<file path="src/wqj_pkg.sv">
`default_nettype none
package wqj_pkg;

    localparam int TABLE_DEPTH  = 128;
    localparam int POS_W        = 7;
    localparam int COR_W        = 20;
    localparam int TRIG_W       = 16;
    localparam int CORDIC_STEPS = 16;
    localparam int PADDR_W      = 3;
    localparam int PDATA_W      = 32;
    localparam int WEIGHT_W     = 16;

    localparam logic [PADDR_W-1:0]        ADDR_JITTER_WEIGHT = 3'd0;
    localparam logic signed [WEIGHT_W-1:0] WEIGHT_RESET      = 16'sd4096;

    localparam logic signed [COR_W-1:0] CORDIC_START = 20'sd39797;
    localparam logic signed [COR_W-1:0] PI_Q16       = 20'sd205887;
    localparam logic signed [COR_W-1:0] HALF_PI_Q16  = 20'sd102944;
    localparam logic signed [12:0]      ROM_CENTRE   = 13'sd2048;

    localparam logic [11:0] ROM_Q12 [TABLE_DEPTH] = '{
        12'd1153, 12'd3264, 12'd304,  12'd1976, 12'd4066, 12'd2905, 12'd4049, 12'd2927,
        12'd2634, 12'd2944, 12'd3793, 12'd3467, 12'd12,   12'd565,  12'd728,  12'd1821,
        12'd2578, 12'd2512, 12'd2582, 12'd1277, 12'd349,  12'd1261, 12'd204,  12'd3169,
        12'd3149, 12'd3613, 12'd4001, 12'd1841, 12'd3349, 12'd2525, 12'd3106, 12'd3515,
        12'd4011, 12'd2692, 12'd1582, 12'd409,  12'd3941, 12'd445,  12'd4080, 12'd3857,
        12'd1664, 12'd651,  12'd2682, 12'd2204, 12'd1362, 12'd4007, 12'd4031, 12'd988,
        12'd2793, 12'd2676, 12'd248,  12'd232,  12'd3768, 12'd3710, 12'd2611, 12'd499,
        12'd3840, 12'd73,   12'd2527, 12'd2905, 12'd3519, 12'd3949, 12'd398,  12'd742,
        12'd1167, 12'd1693, 12'd1363, 12'd1397, 12'd3359, 12'd2296, 12'd752,  12'd1055,
        12'd1187, 12'd2141, 12'd3613, 12'd2681, 12'd2176, 12'd553,  12'd2463, 12'd1980,
        12'd1161, 12'd1863, 12'd2083, 12'd3678, 12'd3688, 12'd2819, 12'd2522, 12'd3206,
        12'd3797, 12'd1745, 12'd3039, 12'd333,  12'd4091, 12'd2258, 12'd280,  12'd1597,
        12'd637,  12'd1917, 12'd3883, 12'd828,  12'd1424, 12'd100,  12'd907,  12'd3468,
        12'd1604, 12'd2836, 12'd1001, 12'd74,   12'd1379, 12'd2881, 12'd3966, 12'd3656,
        12'd2205, 12'd3456, 12'd324,  12'd423,  12'd998,  12'd2845, 12'd3271, 12'd891,
        12'd3567, 12'd1509, 12'd936,  12'd1533, 12'd1423, 12'd3086, 12'd3649, 12'd685
    };

    localparam logic signed [COR_W-1:0] ATAN_Q16 [CORDIC_STEPS] = '{
        20'sd51472, 20'sd30385, 20'sd16055, 20'sd8150, 20'sd4091, 20'sd2047,
        20'sd1024,  20'sd512,   20'sd256,   20'sd128,  20'sd64,   20'sd32,
        20'sd16,    20'sd8,     20'sd4,     20'sd2
    };

    typedef struct packed {
        logic signed [COR_W-1:0] x;
        logic signed [COR_W-1:0] y;
        logic signed [COR_W-1:0] z;
        logic                    flip;
    } t_cor;

    typedef struct packed {
        logic signed [TRIG_W-1:0] c;
        logic signed [TRIG_W-1:0] s;
    } t_trig;

endpackage
`default_nettype wire

</file>
<file path="src/wqj_cordic_stage.sv">
`default_nettype none
module wqj_cordic_stage #(
    parameter int FIRST = 0,
    parameter int STEPS = 4,
    parameter int QBITS = 64
) (
    input  wire logic                i_clk,
    input  wire logic                i_rst_n,
    input  wire logic                i_en,
    input  wire logic                i_valid,
    input  wire wqj_pkg::t_cor [2:0] i_cor,
    input  wire logic [QBITS-1:0]    i_quat,
    output logic                     o_valid,
    output wqj_pkg::t_cor [2:0]      o_cor,
    output logic [QBITS-1:0]         o_quat
);

    wqj_pkg::t_cor [2:0] n_cor;
    wqj_pkg::t_cor [2:0] r_cor;
    logic [QBITS-1:0]    r_quat;
    logic                r_v;

    always_comb begin
        logic signed [wqj_pkg::COR_W-1:0] dx;
        logic signed [wqj_pkg::COR_W-1:0] dy;
        n_cor = i_cor;
        for (int k = 0; k < 3; k++) begin
            for (int j = 0; j < STEPS; j++) begin
                dx = n_cor[k].y >>> (FIRST + j);
                dy = n_cor[k].x >>> (FIRST + j);
                if (n_cor[k].z >= 0) begin
                    n_cor[k].x = n_cor[k].x - dx;
                    n_cor[k].y = n_cor[k].y + dy;
                    n_cor[k].z = n_cor[k].z - wqj_pkg::ATAN_Q16[FIRST + j];
                end else begin
                    n_cor[k].x = n_cor[k].x + dx;
                    n_cor[k].y = n_cor[k].y - dy;
                    n_cor[k].z = n_cor[k].z + wqj_pkg::ATAN_Q16[FIRST + j];
                end
            end
        end
    end

    always_ff @(posedge i_clk) begin
        if (!i_rst_n) begin
            r_v <= 1'b0;
        end else if (i_en) begin
            r_v <= i_valid;
        end
    end

    always_ff @(posedge i_clk) begin
        if (i_en) begin
            r_cor  <= n_cor;
            r_quat <= i_quat;
        end
    end

    assign o_valid = r_v;
    assign o_cor   = r_cor;
    assign o_quat  = r_quat;

endmodule
`default_nettype wire

</file>
<file path="config.mk">
export PLATFORM = sky130hd
export DESIGN_NAME = wqj_cordic_stage
export DESIGN_NICKNAME = d
export VERILOG_FILES = /design/src/wqj_pkg.sv /design/src/wqj_cordic_stage.sv
export SDC_FILE = /design/constraint.sdc
export NUM_CORES = 2
export LEC_CHECK = 0
export BUFFER_PORTS_ARGS = -buffer_cell sky130_fd_sc_hd__buf_2
export CAP_MARGIN = 30
export CORE_MARGIN = 1
export CORE_UTILIZATION = 35
export CTS_CLUSTER_SIZE = 12
export DETAILED_ROUTE_END_ITERATION = 12
export SETUP_SLACK_MARGIN = 0.2
export SLEW_MARGIN = 5
export SYNTH_ARGS = -nofsm -noshare
export SYNTH_HDL_FRONTEND = slang
export SYNTH_SLANG_ARGS = --single-unit
</file>
<file path="constraint.sdc">
create_clock -name i_clk -period 16.8 [get_ports i_clk]
set_clock_uncertainty 0.1 [all_clocks]
set_input_delay 0.84 -clock i_clk [delete_from_list [all_inputs] [get_ports i_clk]]
set_output_delay 0.84 -clock i_clk [all_outputs]
set_load 0.02 [all_outputs]
</file>
==> impl_metrics.toml <==
[routing]
dr.pass1.iters = 6
drtAntennaViolNets = 0
drtIter0Drc = 2692
vias_per_cell = 5.39
drt_wl_total_mm = 147
wl_per_cell_um = 17.4
route.detailed.drc = 0
route.vias.total = 45400

[cts]
post_cts_buffers = 0
cts_resized = 0
cts_buffers = 36
clock-root-buffer = "clkbuf_16"
cts.sinks = 248
clk_latency_ns = 0.61
clk_pin_slew_worst_paths_ns = 0.07
cts_tree = "built"
clk_path_buf_depth = 3
htree_levels = 2
cts_hold_buf = 0

[global_route]
busiest_layer = "met2"
grt_use_total_pct = 20.1
met1_usage_pct = 27.5
grt_pass1_wl_mm = 231
groute.layer.met3.usage_pct = 3.86
antenna_found_initial = 20
grt_max_degree = 85
grt_overflow = 0
grt_pass1_vias = 43200
grt_use_met2_pct = 32.6

[synthesis]
avgSynthCellArea_um2 = 7.82
async_flop_share_pct = 0
yosys_warnings = 0
synth_top_cell_by_area = "ha_1"
syn_area_mm2 = 0.0483
synth_nets = 7214
ys_seq_area_share_pct = 15.4
synth_enable_flop_cells = 247
synthTopCellsByArea = "ha_1 19%, edfxtp_1 15%, xnor2_1 10%, a21oi_1 5.5%, nor2_1 4.9%"
synth_cell_type_count = 115
syn_inst = 6183
ys_seq_elements = 248
ys.flop_type = "edfxtp_1"
synth_top_area_share_pct = 19.3

[timing]
max_freq_mhz = 68.8
holdWs_ns = 0.288
tightest_slew_ns = 0.995
finalCritPeriodShare_pct = 86.6
fin_setup_tns_ns = 0
hold_viol = 0
setup_viol = 0
slew_headroom_pct = 33.2
finalCriticalPeriod_ns = 14.54
rsz0062_at_grt = "false"
slew_viol_final = 0

[placed_design]
dp_hpwl_mm = 123
gp_congestion = 0.943
dp.cells = 8354
io_buffers = 498

[floorplan]
initial_utilization_pct = 35.5
fp.dieH_um = 374
dieArea_mm2 = 0.140
core_mm2 = 0.136
die_w_um = 374
io_pins = 499
rows = 135

[outcome]
status = "finished clean"

[layout]
drive_gt1_share_pct = 10.5
instances_no_fill = 8425
n_fill_cell = 14100
area_delta_synth_final_pct = 11.7
final_nets = 7644

[worst_setup_path]
worstSetupPathType = "primary input to register"
cp_max_fo = 67
crit_buf_inv = 7
cp-end-kind = "register"
cpLargestDelayFamily = "compound AO/OA/AOI/OAI gates"
cpMaxStageDelayCell = "buf_4"
critical_path.most_common_cell = "o21ai_0"
crit_path_start_kind = "primary input"
cp.required_ns = 17.05
crit_arrival_ns = 14.79
critPathMaxStageDelay_ns = 0.61

[worst_hold_path]
hold_class = "primary input to register"

[job]
maxCapViolations = 0
-- path summary, 6_finish.rpt --
check             startpoint  slack (ns)    endpoint  cells past startpoint
setup / recovery   i_cor[63]        2.26  o_cor[121]                     59
hold reg to reg      o_valid        0.42     o_valid                      2
setup reg to reg     o_valid       16.11     o_valid                      2
hold / removal    i_quat[35]        0.29  o_quat[35]                      1
-- cells in the final DEF, fill, tap and decap left out, drive strengths merged, types with 14 or more instances in the layout --
master / netlist / layout
nor3: 164 / 164
a211o: 27 / 27
nor2b: 82 / 82
a2111oi: 20 / 20
o211ai: 41 / 41
a21boi: 97 / 97
a21o: 144 / 144
nand4: 29 / 29
nand3: 88 / 88
a311oi: 14 / 14
or3: 66 / 66
ha: 747 / 747
inv: 581 / 587
and3: 44 / 44
o21a: 92 / 92
buf: 41 / 525
o21bai: 113 / 113
fa: 33 / 33
nand2: 365 / 365
o21ai: 376 / 376
nor4: 55 / 55
nand2b: 77 / 77
edfxtp: 247 / 247
a31oi: 57 / 57
a211oi: 51 / 51
nor2: 629 / 629
clkbuf: 92 / 40
or4: 25 / 25
nand3b: 25 / 25
a21oi: 527 / 527
and2: 30 / 30
mux2i: 48 / 48
clkinv: 5 / 14
xnor2: 563 / 563
or2: 40 / 40
xor2: 235 / 235
o2111ai: 17 / 17
o31ai: 60 / 60
o41ai: 27 / 27
o31a: 19 / 19
-- Yosys cell counts (92+ instances only) --
master      n
nor2_1    629
ha_1      747
a21boi_0   94
clkbuf_1   92
xnor2_1   556
a21o_1    143
inv_1     571
o21bai_1  113
o21a_1     92
nor3_1    161
edfxtp_1  247
a21oi_1   527
nand2_1   365
xor2_1    234
o21ai_0   365
-- area by class of cell --
class / instances / area, um^2 / area share, %
antenna: 6 / 15.0 / 0.0278
clock buffer: 40 / 916 / 1.70
clock inverter: 23 / 277 / 0.512
inverter: 586 / 2200 / 4.08
multi-input combinational: 5216 / 38200 / 70.8
sequential: 248 / 7440 / 13.8
tap: 1781 / 2230 / 4.13
timing repair buffer: 525 / 2710 / 5.01
-- registers in the layout, summed over array words and instances, names as in the netlist --
name and cells:
o_valid 1, o_quat 64, o_cor 183
-- layer usage --
metal	routed length (um)	up-vias
met4	2870	14
li1	-	23000
met3	10300	155
met2	64100	1150
met5	80	-
met1	69300	21100
-- logic make-up (layout without fill, tap and decap cells) --
kind of cell               Yosys count  in the layout  synth area share (%)
muxes                               54             54                  1.14
xor gates and xnor gates           811            811                  15.2
adders and majority gates          783            783                  20.8
and+or+nand+nor                   1762           1762                  17.5
other                                0              6                     0
buffers and inverters              719           1174                  5.72
AOI/OAI and AO/OA                 1806           1806                  24.3
DFF                                248            248                  15.4
-- metrics by stage --
stage	area, um^2	setup WS (ns)	util [%]
5_1_grt	54000	0.783	39.6
2_1_floorplan	48300	1.33	-
3_5_place_dp	52700	1.70	38.7
4_1_cts	53900	2.27	39.6
3_3_place_gp	52700	2.00	38.7
6_report	54000	2.26	39.6
Power is left out: the tool's default activity adds up to more than one toggle a clock period on the data nets, which glitch-free logic cannot reach.
