**config.mk**
```make
export PLATFORM = sky130hd
export DESIGN_NAME = wqj_angle
export DESIGN_NICKNAME = d
export VERILOG_FILES = /design/src/wqj_pkg.sv /design/src/wqj_angle.sv
export SDC_FILE = /design/constraint.sdc
export NUM_CORES = 2
export LEC_CHECK = 0
export ABC_AREA = 1
export BUFFER_PORTS_ARGS = -buffer_cell sky130_fd_sc_hd__buf_4
export CORE_ASPECT_RATIO = 2
export CORE_MARGIN = 2
export CORE_UTILIZATION = 40
export CTS_CLUSTER_DIAMETER = 150
export DETAILED_ROUTE_END_ITERATION = 16
export GPL_TIMING_DRIVEN = 0
export HOLD_SLACK_MARGIN = 0.08
export RECOVER_POWER = 50
export SLEW_MARGIN = 0
export SYNTH_ARGS = -nofsm -noshare
export SYNTH_HDL_FRONTEND = slang
export SYNTH_SLANG_ARGS = --single-unit
```
**constraint.sdc**
```tcl
create_clock -name i_clk -period 13.15 [get_ports i_clk]
set_clock_uncertainty 0.2 [all_clocks]
set_input_delay 3.945 -clock i_clk [delete_from_list [all_inputs] [get_ports i_clk]]
set_output_delay 3.945 -clock i_clk [all_outputs]
set_load 0.005 [all_outputs]
```
**src/wqj_pkg.sv**
```systemverilog
`default_nettype none
package wqj_pkg;

    localparam int TABLE_DEPTH  = 128;
    localparam int POS_W        = 7;
    localparam int COR_W        = 20;
    localparam int TRIG_W       = 16;
    localparam int CORDIC_STEPS = 16;
    localparam int PADDR_W      = 3;
    localparam int PDATA_W      = 32;
    localparam int WEIGHT_W     = 16;

    localparam logic [PADDR_W-1:0]        ADDR_JITTER_WEIGHT = 3'd0;
    localparam logic signed [WEIGHT_W-1:0] WEIGHT_RESET      = 16'sd4096;

    localparam logic signed [COR_W-1:0] CORDIC_START = 20'sd39797;
    localparam logic signed [COR_W-1:0] PI_Q16       = 20'sd205887;
    localparam logic signed [COR_W-1:0] HALF_PI_Q16  = 20'sd102944;
    localparam logic signed [12:0]      ROM_CENTRE   = 13'sd2048;

    localparam logic [11:0] ROM_Q12 [TABLE_DEPTH] = '{
        12'd1153, 12'd3264, 12'd304,  12'd1976, 12'd4066, 12'd2905, 12'd4049, 12'd2927,
        12'd2634, 12'd2944, 12'd3793, 12'd3467, 12'd12,   12'd565,  12'd728,  12'd1821,
        12'd2578, 12'd2512, 12'd2582, 12'd1277, 12'd349,  12'd1261, 12'd204,  12'd3169,
        12'd3149, 12'd3613, 12'd4001, 12'd1841, 12'd3349, 12'd2525, 12'd3106, 12'd3515,
        12'd4011, 12'd2692, 12'd1582, 12'd409,  12'd3941, 12'd445,  12'd4080, 12'd3857,
        12'd1664, 12'd651,  12'd2682, 12'd2204, 12'd1362, 12'd4007, 12'd4031, 12'd988,
        12'd2793, 12'd2676, 12'd248,  12'd232,  12'd3768, 12'd3710, 12'd2611, 12'd499,
        12'd3840, 12'd73,   12'd2527, 12'd2905, 12'd3519, 12'd3949, 12'd398,  12'd742,
        12'd1167, 12'd1693, 12'd1363, 12'd1397, 12'd3359, 12'd2296, 12'd752,  12'd1055,
        12'd1187, 12'd2141, 12'd3613, 12'd2681, 12'd2176, 12'd553,  12'd2463, 12'd1980,
        12'd1161, 12'd1863, 12'd2083, 12'd3678, 12'd3688, 12'd2819, 12'd2522, 12'd3206,
        12'd3797, 12'd1745, 12'd3039, 12'd333,  12'd4091, 12'd2258, 12'd280,  12'd1597,
        12'd637,  12'd1917, 12'd3883, 12'd828,  12'd1424, 12'd100,  12'd907,  12'd3468,
        12'd1604, 12'd2836, 12'd1001, 12'd74,   12'd1379, 12'd2881, 12'd3966, 12'd3656,
        12'd2205, 12'd3456, 12'd324,  12'd423,  12'd998,  12'd2845, 12'd3271, 12'd891,
        12'd3567, 12'd1509, 12'd936,  12'd1533, 12'd1423, 12'd3086, 12'd3649, 12'd685
    };

    localparam logic signed [COR_W-1:0] ATAN_Q16 [CORDIC_STEPS] = '{
        20'sd51472, 20'sd30385, 20'sd16055, 20'sd8150, 20'sd4091, 20'sd2047,
        20'sd1024,  20'sd512,   20'sd256,   20'sd128,  20'sd64,   20'sd32,
        20'sd16,    20'sd8,     20'sd4,     20'sd2
    };

    typedef struct packed {
        logic signed [COR_W-1:0] x;
        logic signed [COR_W-1:0] y;
        logic signed [COR_W-1:0] z;
        logic                    flip;
    } t_cor;

    typedef struct packed {
        logic signed [TRIG_W-1:0] c;
        logic signed [TRIG_W-1:0] s;
    } t_trig;

endpackage
`default_nettype wire

```
**src/wqj_angle.sv**
```systemverilog
`default_nettype none
module wqj_angle #(
    parameter int CW = 16
) (
    input  wire logic                          i_clk,
    input  wire logic                          i_rst_n,
    input  wire logic                          i_en,
    input  wire logic                          i_valid,
    input  wire logic [wqj_pkg::WEIGHT_W-1:0]  i_weight,
    input  wire logic [31:0]                   i_seed,
    input  wire logic [31:0]                   i_index,
    input  wire logic [4*CW-1:0]               i_quat,
    output logic                               o_valid,
    output wqj_pkg::t_cor [2:0]                o_cor,
    output logic [4*CW-1:0]                    o_quat
);

    logic [wqj_pkg::POS_W-1:0] pos [3];
    logic signed [12:0]        cen [3];
    logic signed [28:0]        n_p [3];
    logic signed [28:0]        r_p [3];
    logic [4*CW-1:0]           r_q1;
    logic                      r_v1;
    logic signed [29:0]        h_full [3];
    logic signed [wqj_pkg::COR_W-1:0] h [3];
    wqj_pkg::t_cor [2:0]       n_cor;
    wqj_pkg::t_cor [2:0]       r_cor;
    logic [4*CW-1:0]           r_q2;
    logic                      r_v2;

    always_comb begin
        pos[0] = i_seed[6:0] + {i_index[5:0], 1'b0};
        pos[1] = i_seed[6:0] + i_index[6:0] + {i_index[5:0], 1'b0};
        pos[2] = i_seed[6:0] + i_index[6:0] + {i_index[4:0], 2'b00};
        for (int k = 0; k < 3; k++) begin
            cen[k] = $signed({1'b0, wqj_pkg::ROM_Q12[pos[k]]}) - wqj_pkg::ROM_CENTRE;
            n_p[k] = $signed(i_weight) * cen[k];
        end
    end

    always_comb begin
        for (int k = 0; k < 3; k++) begin
            h_full[k] = ($signed({r_p[k][28], r_p[k]}) + 30'sd256) >>> 9;
            h[k] = h_full[k][wqj_pkg::COR_W-1:0];
            n_cor[k].x = wqj_pkg::CORDIC_START;
            n_cor[k].y = '0;
            if (h[k] > wqj_pkg::HALF_PI_Q16) begin
                n_cor[k].z    = h[k] - wqj_pkg::PI_Q16;
                n_cor[k].flip = 1'b1;
            end else if (h[k] < -wqj_pkg::HALF_PI_Q16) begin
                n_cor[k].z    = h[k] + wqj_pkg::PI_Q16;
                n_cor[k].flip = 1'b1;
            end else begin
                n_cor[k].z    = h[k];
                n_cor[k].flip = 1'b0;
            end
        end
    end

    always_ff @(posedge i_clk) begin
        if (!i_rst_n) begin
            r_v1 <= 1'b0;
            r_v2 <= 1'b0;
        end else if (i_en) begin
            r_v1 <= i_valid;
            r_v2 <= r_v1;
        end
    end

    always_ff @(posedge i_clk) begin
        if (i_en) begin
            r_p   <= n_p;
            r_q1  <= i_quat;
            r_cor <= n_cor;
            r_q2  <= r_q1;
        end
    end

    assign o_valid = r_v2;
    assign o_cor   = r_cor;
    assign o_quat  = r_q2;

endmodule
`default_nettype wire

```
==> run_results.csv <==
group,metric,value,unit
die,die_area,114400,sq um
setup_path,crit_required,13.23,ns
setup_path,cp.arrival,13.06,ns
clocking,cts_tree,"done",
clocking,clk_latency,0.55,ns
global_route,grt_usage,0.3240,
die,initial_utilization,0.4028,
yosys,synth_largest_area_cell,"fa_1",
yosys,yosysMostFrequentCell,"nand2_1",
sta,finalMaxSlewViolations,161,
yosys,synth_top_family_by_area,"adder cells",
global_route,grt.overflow.total,0,
die,die_h,476.4,um
yosys,synth_common_cells,"nand2_1, inv_1, nor2_1, fa_1, o21ai_0",
yosys,synth_mux_area_frac,0.0002242,
yosys,synthCells,5837,
yosys,synth_compound_area_frac,0.08978,
yosys,yosysWarnings,0,
place,io_buffers,214,
drt,dr.pass1.iters,6,
yosys,synth-edff-count,254,
setup_path,cp_slowest_stage_delay,0.76,ns
setup_path,crit_type,"in2reg",
drt,viasPerCell,5.339,
cells_and_area,design_area,49860,sq um
die,core,110800,sq um
yosys,synth-xor-area-share,0.03961,
cells_and_area,drive_gt1_frac,0.1099,
sta,final.setup.tns,0,ns
yosys,async_reset_ff_frac,0,
setup_path,cp_max_fo,10,
cells_and_area,final_cells,7717,
place,hpwl,155.8,mm
yosys,seq_area_frac_synth,0.1718,
sta,finalSetupViolCount,0,
cells_and_area,area_growth,11.70,%
global_route,grt_max_degree,131,
yosys,synthFlopType,"edfxtp_1",
drt,wl,185.4,mm
clocking,clkSinkCount,256,
outcome,violations,"max-capacitance violations, max-slew violations",
global_route,antenna_found_initial,12,
place,place_area,48610,sq um
clocking,root_buffer,"clkbuf_16",
drt,drt_iter0_drc,2663,
die,rows,173,
die,io_pins,396,
die,die_w,240.2,um
yosys,netlist_area,44640,sq um
place,place_congestion,1.038,
yosys,ys_ff_latch,256,
place,dp.cells,7658,
setup_path,cp-start-kind,"input port",
clocking,clkSlewWorstSetupHoldPaths,0.07,ns
setup_path,worstSetupEndpointType,"flip-flop",
yosys,synth_simple_gate_area_frac,0.2335,
drt,ant_nets,0,
yosys,synthAdderAreaFrac,0.3404,
sta,hold_ws,0.2187,ns
sta,max_slew_margin,-3.551,
setup_path,slowest_stage,"fa_1",
setup_path,cpMostUsedCell,"fa_1",
sta,fin_crit,12.98,ns
sta,max_freq,0.07704,GHz
run,cap_violations,4,
outcome,outcome,"finished, violations left",
drt,drcViolationCount,0,
clocking,cts_buffers,21,
yosys,synth.distinct_cells,73,
yosys,synth_area_leaders,"fa_1, edfxtp_1, nand2_1",
sta,fin_crit_sh,0.9871,
clocking,h-tree-depth,1,
global_route,first_global_vias,43630,
cells_and_area,fin_nets,7217,
sta,tightest_slew,6.827,ns
global_route,grt_pass1_wl,270.7,mm
sta,hold_viol,0,
yosys,yosysTopAreaCellShare,0.2642,
worst_hold_path,hold_path.class,"reg2reg",
yosys,avgSynthCellArea,7.647,sq um
drt,vias,41200,
clocking,clockBufferDepth,3,
drt,wire_per_inst,24.03,um
[final cells by class]
class / count / area (sq um)
multi-input combinational: 4385 / 32220
inverter: 996 / 3777
antenna: 8 / 20.02
tap: 1487 / 1861
fill: 11650 / 60970
clock inverter: 13 / 127.6
buffer: 318 / 1918
clock buffer: 24 / 536.8
timing repair buffer: 230 / 1734
sequential: 256 / 7667
[kinds of logic after synthesis]
kind of cell,Yosys count
fa+ha+maj,861
xor+xnor,186
flops,256
buf+inv,1314
other cells,2
mux,1
compound gates,693
simple gates,2524
[through the flow]
step	util	setup slack (ns)
floorplan	-	0.8597
global placement	0.4380	-2.354
detailed placement	0.4386	-2.213
CTS	0.4471	0.01535
global route	0.4497	-0.02033
finish	0.4499	0.1691
[flip-flops by register name (all words and copies together) (netlist names)]
name and flops:
r_q1 64, o_quat 64, o_valid 1, r_v1 1, r_p 63, o_cor 63
[layout by cell type, fill, tap and decap left out, types with 120 or more instances in the layout]
master,instances
conb_1,120
a21oi_1,170
edfxtp_1,254
nor2_1,607
fa_1,581
o21ai_0,275
nand3_1,237
inv_1,954
ha_1,268
nand2_1,1406
xor2_1,131
buf_4,300
[worst max-delay path, delay by kind of cell]
kind                     cells  cell delay, ns
buffers and inverters        9            1.54
AND/OR/NAND/NOR              7            0.99
adder cells (fa/ha/maj)      9            4.39
AO/OA/AOI/OAI                6            1.99
XOR/XNOR                     1            0.19
[routing by layer]
layer  up-vias  global-route usage  part of all wire
met4         8              0.2981              0.12
met1     19840              0.2766              0.29
met3       763             0.04609             0.053
li1      18890                   -                 -
met5         -                   0           0.00029
met2      1710              0.6260              0.54
[final timing paths]
kind / cells after the start / slack, ns / start / endpoint
min: 0 / 0.22 / r_q1[27] / o_quat[27]
max reg2reg: 15 / 8.16 / r_p[70] / o_cor[3]
max: 32 / 0.17 / i_index[0] / r_p[81]
min reg2reg: 0 / 0.22 / r_q1[27] / o_quat[27]
[what timing repair did]
| item | CTS | global route |
|---|---|---|
| resized for setup | 109 | 160 |
| hold buffers | 0 | 0 |
| pin swaps | 1 | 8 |
| endpoints found under the setup margin | 43 | 33 |
| buffers inserted | 1 | 13 |
Power is left out: the tool's default activity adds up to more than one toggle a clock period on the data nets, which glitch-free logic cannot reach.
